$ cat config.mk
export PLATFORM = sky130hd
export DESIGN_NAME = hsb_to_rgb_converter_unit
export DESIGN_NICKNAME = d
export VERILOG_FILES = /design/src/rtl/hsbrgb_pkg.sv /design/src/rtl/hsb_to_rgb_converter_unit.sv
export SDC_FILE = /design/constraint.sdc
export NUM_CORES = 1
export LEC_CHECK = 0
export ABC_AREA = 1
export BUFFER_PORTS_ARGS = -buffer_cell sky130_fd_sc_hd__buf_4
export CAP_MARGIN = 15
export CORE_ASPECT_RATIO = 1.2
export CORE_MARGIN = 2
export CORE_UTILIZATION = 64
export CTS_CLUSTER_DIAMETER = 50
export CTS_CLUSTER_SIZE = 12
export DETAILED_ROUTE_END_ITERATION = 8
export PLACE_DENSITY = 0.83
export SLEW_MARGIN = 20
export SYNTH_ARGS = -nofsm -noshare
export SYNTH_HDL_FRONTEND = slang
export SYNTH_SLANG_ARGS = --single-unit
$ cat constraint.sdc
create_clock -name clk -period 7.66 [get_ports clk]
set_input_delay 0.383 -clock clk [delete_from_list [all_inputs] [get_ports clk]]
set_output_delay 0.383 -clock clk [all_outputs]
set_load 0.03 [all_outputs]
$ cat src/rtl/hsbrgb_pkg.sv
// ----------------------------------------------------------------------------
// hsbrgb_pkg
// Shared constants for the HSB to RGB converter: channel widths, the fixed
// point unit value, color mode codes and hue sector codes.
// ----------------------------------------------------------------------------
package hsbrgb_pkg;

    localparam int FRAC_BITS = 12;
    localparam int CHAN_W    = FRAC_BITS + 1;
    // Hue times six fits in three more bits than a fraction.
    localparam int HP_W      = FRAC_BITS + 3;
    localparam int PROD_W    = 2 * CHAN_W;
    localparam int SECT_W    = HP_W - FRAC_BITS;

    localparam logic [CHAN_W-1:0] ONE = CHAN_W'(1) << FRAC_BITS;

    localparam logic MODE_RGB = 1'b0;
    localparam logic MODE_HSB = 1'b1;

    localparam logic [SECT_W-1:0] SECT_RED_YEL  = SECT_W'(0);
    localparam logic [SECT_W-1:0] SECT_YEL_GRN  = SECT_W'(1);
    localparam logic [SECT_W-1:0] SECT_GRN_CYN  = SECT_W'(2);
    localparam logic [SECT_W-1:0] SECT_CYN_BLU  = SECT_W'(3);
    localparam logic [SECT_W-1:0] SECT_BLU_MAG  = SECT_W'(4);

    function automatic logic [CHAN_W-1:0] sat_one(input logic [CHAN_W-1:0] v);
        sat_one = (v > ONE) ? ONE : v;
    endfunction

endpackage

$ cat src/rtl/hsb_to_rgb_converter_unit.sv
// ----------------------------------------------------------------------------
// hsb_to_rgb_converter_unit
// Per-pixel color conversion from hue/saturation/brightness to RGB, with an
// RGB pass-through mode, in a three-stage pipeline.
// ----------------------------------------------------------------------------
// Usage:
// A pixel beat enters on item_valid/item_stall with four 13-bit channels that
// carry 12 fraction bits each. The result beat leaves on
// result_valid/result_stall as red, green, blue and alpha. A beat is taken at
// a rising edge where valid is high and stall is low.
// color_mode is written through cfg_valid/cfg_ready/cfg_data; cfg_ready is
// always high. Mode 0 passes the channels through, mode 1 converts HSB.
// Write the mode only while no beat is in flight.
// One beat per cycle is sustained while the result is not stalled: stage one
// saturates, multiplies brightness by saturation and scales hue, stage two
// forms the secondary component with the second multiplier, stage three
// places the components by sector into the output register. Empty stages are
// filled even while the result is stalled, so a stall holds the output and
// backs up into item_stall only when every stage is full. Reset empties the
// pipeline and sets the mode to pass-through.
// ----------------------------------------------------------------------------
module hsb_to_rgb_converter_unit
(
    input  logic                           clk,
    input  logic                           rst_n,

    input  logic                           cfg_valid,
    output logic                           cfg_ready,
    input  logic                           cfg_data,

    input  logic                           item_valid,
    output logic                           item_stall,
    input  logic [hsbrgb_pkg::CHAN_W-1:0]  chan_a,
    input  logic [hsbrgb_pkg::CHAN_W-1:0]  chan_b,
    input  logic [hsbrgb_pkg::CHAN_W-1:0]  chan_c,
    input  logic [hsbrgb_pkg::CHAN_W-1:0]  chan_d,

    output logic                           result_valid,
    input  logic                           result_stall,
    output logic [hsbrgb_pkg::CHAN_W-1:0]  red,
    output logic [hsbrgb_pkg::CHAN_W-1:0]  green,
    output logic [hsbrgb_pkg::CHAN_W-1:0]  blue,
    output logic [hsbrgb_pkg::CHAN_W-1:0]  alpha
);

    localparam int CW = hsbrgb_pkg::CHAN_W;
    localparam int FB = hsbrgb_pkg::FRAC_BITS;
    localparam int HW = hsbrgb_pkg::HP_W;
    localparam int PW = hsbrgb_pkg::PROD_W;
    localparam int SW = hsbrgb_pkg::SECT_W;

    logic mode_reg;

    logic v1_reg, v2_reg, v3_reg;
    logic adv1, adv2, adv3;

    // Stage one registers.
    logic          s1_mode_reg;
    logic [CW-1:0] s1_a_reg, s1_b_reg, s1_c_reg, s1_d_reg;
    logic [CW-1:0] s1_chroma_reg, s1_bri_reg;
    logic [HW-1:0] s1_hp_reg;

    // Stage two registers.
    logic          s2_mode_reg;
    logic [CW-1:0] s2_a_reg, s2_b_reg, s2_c_reg, s2_d_reg;
    logic [CW-1:0] s2_chroma_reg, s2_second_reg, s2_offset_reg;
    logic [SW-1:0] s2_sector_reg;

    // Output registers.
    logic [CW-1:0] red_reg, green_reg, blue_reg, alpha_reg;

    logic [CW-1:0] hue_s, sat_s, bri_s;
    logic [PW-1:0] chroma_prod;
    logic [HW-1:0] hp_next;

    logic [CW-1:0] frac2, hue_dist, ramp;
    logic [PW-1:0] second_prod;
    logic [HW-1:0] hp_dec;
    logic [SW-1:0] sector_next;

    logic [CW-1:0] r1, g1, b1;
    logic [CW-1:0] red_next, green_next, blue_next;

    // Each stage moves when it is empty or the stage after it moves.
    assign adv3       = !v3_reg || !result_stall;
    assign adv2       = !v2_reg || adv3;
    assign adv1       = !v1_reg || adv2;
    assign item_stall = !adv1;
    assign cfg_ready  = 1'b1;

    always_ff @(posedge clk or negedge rst_n)
    begin
        if (!rst_n)
        begin
            mode_reg <= hsbrgb_pkg::MODE_RGB;
            v1_reg   <= 1'b0;
            v2_reg   <= 1'b0;
            v3_reg   <= 1'b0;
        end
        else
        begin
            if (cfg_valid)
            begin
                mode_reg <= cfg_data;
            end
            if (adv1)
            begin
                v1_reg <= item_valid;
            end
            if (adv2)
            begin
                v2_reg <= v1_reg;
            end
            if (adv3)
            begin
                v3_reg <= v2_reg;
            end
        end
    end

    // Stage one: saturate, chroma product, hue times six.
    always_comb
    begin
        hue_s       = hsbrgb_pkg::sat_one(chan_a);
        sat_s       = hsbrgb_pkg::sat_one(chan_b);
        bri_s       = hsbrgb_pkg::sat_one(chan_c);
        chroma_prod = PW'(bri_s) * PW'(sat_s);
        hp_next     = HW'({hue_s, 2'b00}) + HW'({hue_s, 1'b0});
    end

    always_ff @(posedge clk)
    begin
        if (adv1 && item_valid)
        begin
            s1_mode_reg   <= mode_reg;
            s1_a_reg      <= chan_a;
            s1_b_reg      <= chan_b;
            s1_c_reg      <= chan_c;
            s1_d_reg      <= chan_d;
            s1_chroma_reg <= chroma_prod[FB +: CW];
            s1_bri_reg    <= bri_s;
            s1_hp_reg     <= hp_next;
        end
    end

    // Stage two: secondary component, sector and offset.
    always_comb
    begin
        frac2       = s1_hp_reg[CW-1:0];
        hue_dist    = (frac2 >= hsbrgb_pkg::ONE) ? (frac2 - hsbrgb_pkg::ONE)
                                                 : (hsbrgb_pkg::ONE - frac2);
        ramp        = hsbrgb_pkg::ONE - hue_dist;
        second_prod = PW'(s1_chroma_reg) * PW'(ramp);
        hp_dec      = s1_hp_reg - HW'(1);
        // A hue landing exactly on a boundary belongs to the lower sector.
        sector_next = (s1_hp_reg == '0) ? hsbrgb_pkg::SECT_RED_YEL : hp_dec[HW-1:FB];
    end

    always_ff @(posedge clk)
    begin
        if (adv2 && v1_reg)
        begin
            s2_mode_reg   <= s1_mode_reg;
            s2_a_reg      <= s1_a_reg;
            s2_b_reg      <= s1_b_reg;
            s2_c_reg      <= s1_c_reg;
            s2_d_reg      <= s1_d_reg;
            s2_chroma_reg <= s1_chroma_reg;
            s2_second_reg <= second_prod[FB +: CW];
            s2_offset_reg <= s1_bri_reg - s1_chroma_reg;
            s2_sector_reg <= sector_next;
        end
    end

    // Stage three: place chroma and secondary by sector, add the offset.
    always_comb
    begin
        r1 = '0;
        g1 = '0;
        b1 = '0;
        unique case (s2_sector_reg)
            hsbrgb_pkg::SECT_RED_YEL:
            begin
                r1 = s2_chroma_reg;
                g1 = s2_second_reg;
            end
            hsbrgb_pkg::SECT_YEL_GRN:
            begin
                r1 = s2_second_reg;
                g1 = s2_chroma_reg;
            end
            hsbrgb_pkg::SECT_GRN_CYN:
            begin
                g1 = s2_chroma_reg;
                b1 = s2_second_reg;
            end
            hsbrgb_pkg::SECT_CYN_BLU:
            begin
                g1 = s2_second_reg;
                b1 = s2_chroma_reg;
            end
            hsbrgb_pkg::SECT_BLU_MAG:
            begin
                r1 = s2_second_reg;
                b1 = s2_chroma_reg;
            end
            default:
            begin
                r1 = s2_chroma_reg;
                b1 = s2_second_reg;
            end
        endcase

        if (s2_mode_reg == hsbrgb_pkg::MODE_HSB)
        begin
            red_next   = r1 + s2_offset_reg;
            green_next = g1 + s2_offset_reg;
            blue_next  = b1 + s2_offset_reg;
        end
        else
        begin
            red_next   = s2_a_reg;
            green_next = s2_b_reg;
            blue_next  = s2_c_reg;
        end
    end

    always_ff @(posedge clk)
    begin
        if (adv3 && v2_reg)
        begin
            red_reg   <= red_next;
            green_reg <= green_next;
            blue_reg  <= blue_next;
            alpha_reg <= s2_d_reg;
        end
    end

    assign result_valid = v3_reg;
    assign red          = red_reg;
    assign green        = green_reg;
    assign blue         = blue_reg;
    assign alpha        = alpha_reg;

endmodule

# Yosys cells after proc, flatten, opt, wreduce, memory -nomap -nowiden
# Cells that the tools add are included.
totals:
  regBits: 245
  inputBits: 58
op_classes:
  addsub: 9
  n_mul: 2
  magnitude_cmp: 4
  n_eq_ne: 4
  n_mux: 10
  reduce_logical: 19
op_table:
  columns: ["cell", "count"]
  rows:
  - ["$mux 13", 7]
  - ["$pmux 13 s2", 3]
  - ["$mul 13x13->25", 2]
  - ["$add 13x13->13", 3]
  - ["$gt 13x13->1 const B", 3]
  - ["$sub 13x13->13 const A", 2]
  - ["$add 15x14->15", 1]
  - ["$logic_not 15->1", 1]
  - ["$sub 15x1->15 const B", 1]
  - ["$ge 13x13->1 const B", 1]
  - ["$sub 13x13->13", 1]
  - ["$sub 13x13->13 const B", 1]
  - ["$reduce_or 2->1", 6]
  - ["$eq 3x2->1 const B", 2]
  - ["$logic_not 1->1", 5]
  - ["$eq 3x1->1 const B", 1]
  - ["$eq 3x3->1 const B", 1]
  - ["$logic_and 1x1->1", 3]
  - ["$logic_not 3->1", 1]
  - ["$logic_or 1x1->1", 3]

# Longest topological paths before layout
# Gate-level depths: netlist of the first run.
depth:
  depth_word: 5
  ltp_mapped: 38
  depth_no_buf: 38

# Least setup slack after synthesis of the first run
# Ideal clock, no wire load.
synth_path:
  kind: "reg2reg"
  start: "register s1_hp_reg[1]"
  end: "register s2_second_reg[10], data pin"
  setup_ns: 0.260
  arrival_time_ns: 5.753
  path_slack_ns: 1.647
  stages_incl_launch_ff: 35
  synth_period_minus_slack_ns: 6.013
  cell_sequence: "edfxtp_1 > inv_2 > ha_1 > nand2_1 > nand2_1 > nor2_2 > nand2_1 > nor2_2 > nand2_1 > nor2_2 > nand2_2 > nand2_1 > inv_1 > or2_1 > buf_6 > inv_2 > nand2_1 > fa_1 > inv_1 > fa_1 > fa_1 > fa_1 > inv_1 > fa_1 > inv_1 > ha_1 > nand2_1 > nor4_1 > nand2_1 > nand3_1 > nand3_1 > nand2_1 > nand2_1 > nand2_1 > xor2_1"
synth_between:
  elab_chain_len: 4
  word_cells_on_any_way: 6
synth_lines:
  columns: ["element", "line_no", "text"]
  rows:
  - ["start: declaration", "hsb_to_rgb_converter_unit.sv:61", "logic [HW-1:0] s1_hp_reg;"]
  - ["start signal: assignment", "hsb_to_rgb_converter_unit.sv:142", "s1_hp_reg <= hp_next;"]
  - ["$sub 13x13->13 (tied with other cells)", "hsb_to_rgb_converter_unit.sv:151", ": (hsbrgb_pkg::ONE - frac2);"]
  - ["$mux 13 *", "hsb_to_rgb_converter_unit.sv:150", "hue_dist = (frac2 >= hsbrgb_pkg::ONE) ? (frac2 - hsbrgb_pkg::ONE)"]
  - ["$sub 13x13->13 *", "hsb_to_rgb_converter_unit.sv:152", "ramp = hsbrgb_pkg::ONE - hue_dist;"]
  - ["$mul 13x13->25 *", "hsb_to_rgb_converter_unit.sv:153", "second_prod = PW'(s1_chroma_reg) * PW'(ramp);"]
  - ["net second_prod[22]", "hsb_to_rgb_converter_unit.sv:77", "logic [PW-1:0] second_prod;"]
  - ["end signal: assignment", "hsb_to_rgb_converter_unit.sv:169", "s2_second_reg <= second_prod[FB +: CW];"]
  - ["end: declaration", "hsb_to_rgb_converter_unit.sv:66", "logic [CW-1:0] s2_chroma_reg, s2_second_reg, s2_offset_reg;"]
# The timed path passes the listed nets; every way through them passes the cells marked *.
# A chain may end at the register's enable or synchronous reset.

# Worst setup path after layout of the first run
# Ends and elaborated chain as after synthesis.

==> results.yml, run 1 <==
status:
  run_status: "finished, final reports clean"
timing:
  setup-violations-final: 0
  fin_tns_setup_ns: 0
  timing_worst_slew_pin_value_ns: 1.11
  final.hold.worst_slack_ns: 0.0123
  post-route-min-period_ns: 6.98
  rsz0062_at_grt: "false"
  fmax_ghz: 0.143
  relSlewSlack: 0.258
  timing.final.crit_share: 0.911
  timing.final.hold_violations: 0
  clock_skew_ns: 0.0128
  final_critical_path_setup_slack_ns: 0.679
  timing_max_transition_violations_final: 0
final_layout:
  n_antenna_cell: 0
  drive_above_1_share: 0.0769
  largest_reg_flops: 14
  area_delta_synth_final_pct: 10.8
  nNetsFinal: 2983
  layout_common_cells: "sky130_fd_sc_hd__nand2_1 (486), sky130_fd_sc_hd__inv_1 (472), sky130_fd_sc_hd__edfxtp_1 (240)"
  layout_commonest_cell: "sky130_fd_sc_hd__nand2_1"
  fin_cells: 2979
setup_path:
  endpoint_kind: "register"
  worst-setup-path-type: "reg2reg"
  cpPeakStageDelay_ns: 0.65
  crit_required_ns: 7.96
  critical_path_peak_fanout: 14
  cp_top_family: "adder cells"
  timing.critical_path.mode_cell: "sky130_fd_sc_hd__nand2_1"
  critPathLaunchType: "register"
  timing.critical_path.buf_inv: 6
  cp_slowest_cell: "sky130_fd_sc_hd__edfxtp_1"
  timing.critical_path.arrival_ns: 7.28
cts:
  clk_pin_slew_ns: 0.06
  clock_insertion_delay_worst_skew_ns: 0.56
  tritoncts: "built"
  ctsHoldBuffers: 13
  clk_root_buffer_cell: "sky130_fd_sc_hd__clkbuf_16"
  postCtsResizedCells: 0
  htree_levels: 1
  cts_buffers: 30
  postCtsSetupBuffers: 0
  clock_sinks: 244
  max_root_sink_buffers: 3
yosys:
  synth_edf_count: 240
  dominant_synthesized_flop_cell: "sky130_fd_sc_hd__edfxtp_1"
  synth_area_per_cell_um2: 9.19
  ys_warn_count: 0
  ff_latch_count_synth: 244
  post_synth_inst_count: 2387
  synthDominantCellAreaShare: 0.329
  fraction_of_synthesis_flops_using_an_asynchronous_set_or_reset_pin: 0.0164
  mappedNetlistArea_um2: 21900
  postSynthNetCount: 2869
  synth.top_cells.by_area: "sky130_fd_sc_hd__edfxtp_1 (33%), sky130_fd_sc_hd__fa_1 (21%), sky130_fd_sc_hd__ha_1 (11%)"
  synthDistinctLibCells: 47
  synth_largest_area_cell: "sky130_fd_sc_hd__edfxtp_1"
  ys_seq_area_frac: 0.333
run:
  cap_viol_max_count: 0
floorplanning:
  die-area_um2: 35800
  chipWidth_um: 173
  ios: 113
  num_rows: 74
  fp.dieH_um: 207
  core_area_um2: 33900
  effective_utilization_at_floorplan: 0.647
global_routing:
  grt_pass1_wl_um: 95000
  globalRoute.totalOverflow: 0
  first_global_vias: 18000
  track_usage: 0.346
  grt_start_max_net_pins: 64
  grt_antenna_before_repair: 0
route:
  first_pass_iters: 6
  routed_wire_length_per_instance_um: 20.3
  totalWireLength_um: 60400
  route.antenna.remaining_nets: 0
  viasPerCell: 5.84
  starting_drc_count_in_detailed_routing: 1521
  remaining_drc_errors: 0
  dr_total_vias: 17400
placement:
  dp.final_hpwl_um: 47100
  buffer_ports.inserted: 111
  place_inst: 2911
  place.gp.congestion: 1.01
  post-place-ws_ns: 0.779
worst_hold_path:
  timing.hold.worst.class: "in2reg"
## layer usage
metal,up-vias,track usage,part of all wire,wire (um)
met5,-,0,0,0
met4,0,0.201,0.067,4050
met3,266,0.0480,0.086,5210
met2,985,0.607,0.49,29800
met1,8346,0.412,0.35,21400
li1,7812,-,-,-
## metrics by stage
| step | area [um^2] | util |
|---|---|---|
| 6_report | 24300 | 0.717 |
| 5_1_grt | 24300 | 0.717 |
| 4_1_cts | 24300 | 0.717 |
| 3_5_place_dp | 23200 | 0.685 |
| 3_3_place_gp | 23200 | 0.685 |
| 2_1_floorplan | 21900 | - |
## logic make-up (layout without fill, tap and decap cells)
family,after synthesis,after routing,share of synthesized area
AO/OA/AOI/OAI,266,266,0.0682
adder cells (fa/ha/maj),424,424,0.321
other,1,1,0.000171
flip-flops,244,244,0.333
AND/OR/NAND/NOR,836,836,0.153
XOR/XNOR,74,74,0.0296
buffers and inverters,541,677,0.0936
multiplexers,1,1,0.000513
## cells in the mapped netlist (40+ instances only)
| cell | instances |
|---|---|
| sky130_fd_sc_hd__o21ai_0 | 73 |
| sky130_fd_sc_hd__nand3_1 | 47 |
| sky130_fd_sc_hd__edfxtp_1 | 240 |
| sky130_fd_sc_hd__nand2_1 | 486 |
| sky130_fd_sc_hd__ha_1 | 192 |
| sky130_fd_sc_hd__fa_1 | 232 |
| sky130_fd_sc_hd__a21oi_1 | 100 |
| sky130_fd_sc_hd__clkbuf_1 | 50 |
| sky130_fd_sc_hd__inv_1 | 473 |
| sky130_fd_sc_hd__o22ai_1 | 40 |
| sky130_fd_sc_hd__nor2_1 | 236 |
| sky130_fd_sc_hd__xor2_1 | 49 |
## area by class of cell
cell class / instances / area [um^2]
Clock buffer: 40 / 788
Clock inverter: 14 / 160
Fill cell: 2442 / 9590
Inverter: 487 / 1830
Multi-Input combinational cell: 1602 / 12600
Sequential cell: 244 / 7310
Tap cell: 456 / 571
Timing Repair Buffer: 136 / 1060
## worst paths after layout
kind | end | from | slack (ns) | depth (start not counted)
hold reg to reg | s2_d_reg[12]$_DFFE_PP_ | s1_d_reg[12]$_DFFE_PP_ | 0.41 | 0
setup reg to reg | s2_second_reg[10]$_DFFE_PP_ | s1_hp_reg[1]$_DFFE_PP_ | 0.68 | 33
setup / recovery | s2_second_reg[10]$_DFFE_PP_ | s1_hp_reg[1]$_DFFE_PP_ | 0.68 | 33
min in group asynchronous | mode_reg$_DFFE_PN0P_ | rst_n | 0.20 | 2
max in group asynchronous | v1_reg$_DFFE_PN0N_ | rst_n | 7.36 | 2
hold / removal | s1_d_reg[2]$_DFFE_PP_ | chan_d[2] | 0.01 | 1
Power of run 1 is not shown: default switching activity piles up to over one toggle a cycle in this logic, so the estimate is an artifact.
==> run 2: changes to the inputs <==
CORE_UTILIZATION = 65   (was 64)
CTS_BUF_LIST = sky130_fd_sc_hd__clkbuf_4 sky130_fd_sc_hd__clkbuf_8   (was unset)
PLACE_DENSITY = 0.84   (was 0.83)
==> results.yml, run 2 (synthesis gave the netlist of run 1 again) <==
status:
  run_status: "finished, final reports clean"
placement:
  place_area_um2: 23200
  place.gp.congestion: 1.02
  dp.final_hpwl_um: 46300
  buffer_ports.inserted: 111
route:
  met3_wirelength_um: 4810
  dr_total_vias: 17200
  totalWireLength_um: 59000
  starting_drc_count_in_detailed_routing: 1615
  route.antenna.remaining_nets: 0
  top_layer: "met4"
  dr_wl_met2_um: 29300
  remaining_drc_errors: 0
  first_pass_iters: 6
  routed_wire_length_per_instance_um: 19.9
  viasPerCell: 5.79
  m1WireLength_um: 21300
final_layout:
  stdcell_area_um2: 23900
  layout_commonest_cell: "sky130_fd_sc_hd__nand2_1"
  fillers: 2437
  largest_reg_flops: 14
  multi_input_area_um2: 12600
  n_antenna_cell: 0
  drive_above_1_share: 0.0790
  layout_common_cells: "sky130_fd_sc_hd__nand2_1 (486), sky130_fd_sc_hd__inv_1 (472), sky130_fd_sc_hd__edfxtp_1 (240)"
  nNetsFinal: 2982
  area_delta_synth_final_pct: 9.03
  layout.core_utilization: 0.721
  sequential_cell_area_um2: 7310
cts:
  clk_pin_slew_ns: 0.09
  clock_sinks: 244
  postCtsSetupBuffers: 0
  clk_root_buffer_cell: "sky130_fd_sc_hd__clkbuf_8"
  max_root_sink_buffers: 3
  tritoncts: "built"
  clock_insertion_delay_worst_skew_ns: 0.59
  htree_levels: 1
  cts_buffers: 27
timing:
  timing.final.hold_violations: 0
  timing_worst_slew_pin_value_ns: 0.984
  post-route-min-period_ns: 6.94
  timing.final.crit_share: 0.905
  relSlewSlack: 0.342
  setup-violations-final: 0
  fmax_ghz: 0.144
  timing_max_transition_violations_final: 0
  clock_skew_ns: 0.0400
  fin_tns_setup_ns: 0
  final.hold.worst_slack_ns: 0.0244
  rsz0062_at_grt: "false"
setup_path:
  critical_path.startpoint: "s1_hp_reg[1]$_DFFE_PP_"
  cp_slowest_cell: "sky130_fd_sc_hd__edfxtp_1"
  critical_path_peak_fanout: 14
  worst-setup-path-type: "reg2reg"
  critPathLaunchType: "register"
  timing.critical_path.arrival_ns: 7.26
  crit_required_ns: 7.99
  cp_top_family: "adder cells"
  worst_r2r_start: "s1_hp_reg[1]$_DFFE_PP_"
  endpoint_kind: "register"
  cpPeakStageDelay_ns: 0.68
  path_depth: 33
  timing.critical_path.buf_inv: 6
  worst_r2r_path_depth: 33
  timing.critical_path.mode_cell: "sky130_fd_sc_hd__nand2_1"
floorplanning:
  fp.dieH_um: 205
  ios: 113
  effective_utilization_at_floorplan: 0.661
  die-area_um2: 35200
  num_rows: 73
  core_area_um2: 33200
  chipWidth_um: 172
global_routing:
  grt_start_max_net_pins: 87
  globalRoute.totalOverflow: 0
  grt_antenna_before_repair: 0
  grt_pass1_wl_um: 93300
  track_usage: 0.350
  first_global_vias: 17800
worst_hold_path:
  timing.hold.worst.class: "in2reg"
  startpoint_of_the_worst_hold_path: "chan_c[6]"
  hold-path-cell-count: 1
run:
  cap_viol_max_count: 0
-- run 2: final cells by class --
| class | count | area share |
|---|---|---|
| Multi-Input combinational cell | 1602 | 0.526 |
| Sequential cell | 244 | 0.306 |
| Inverter | 487 | 0.0766 |
| Timing Repair Buffer | 138 | 0.0452 |
| Tap cell | 450 | 0.0235 |
| Clock buffer | 41 | 0.0202 |
| Clock inverter | 7 | 0.00241 |
-- run 2: what timing repair did --
| item | 4_1_cts | 5_1_grt |
|---|---|---|
| gates resized for setup | 0 | 0 |
| hold endpoints to repair | 19 | 0 |
| hold buffers | 16 | 0 |
-- run 2: path summary, 6_finish.rpt --
| path | slack [ns] | end |
|---|---|---|
| setup / recovery | 0.72 | s2_second_reg[10]$_DFFE_PP_ |
| hold / removal | 0.02 | s1_c_reg[6]$_DFFE_PP_ |
| setup reg to reg | 0.72 | s2_second_reg[10]$_DFFE_PP_ |
| hold reg to reg | 0.42 | s2_b_reg[10]$_DFFE_PP_ |
| max in group asynchronous | 7.39 | v2_reg$_DFFE_PN0P_ |
| min in group asynchronous | 0.17 | v1_reg$_DFFE_PN0N_ |
-- run 2: through the flow --
stage	std cells	worst slack, ns
after floorplan	2387	1.65
after global placement	2904	0.983
after detailed placement	2904	0.815
after CTS	2968	0.814
after global routing	2969	0.340
final	2969	0.725
-- run 2: layer usage --
metal / vias up / track usage
met5: - / 0
met4: 0 / 0.182
met3: 215 / 0.0458
met2: 909 / 0.603
met1: 8274 / 0.430
li1: 7804 / -
Power of run 2 is left out for the same reason.
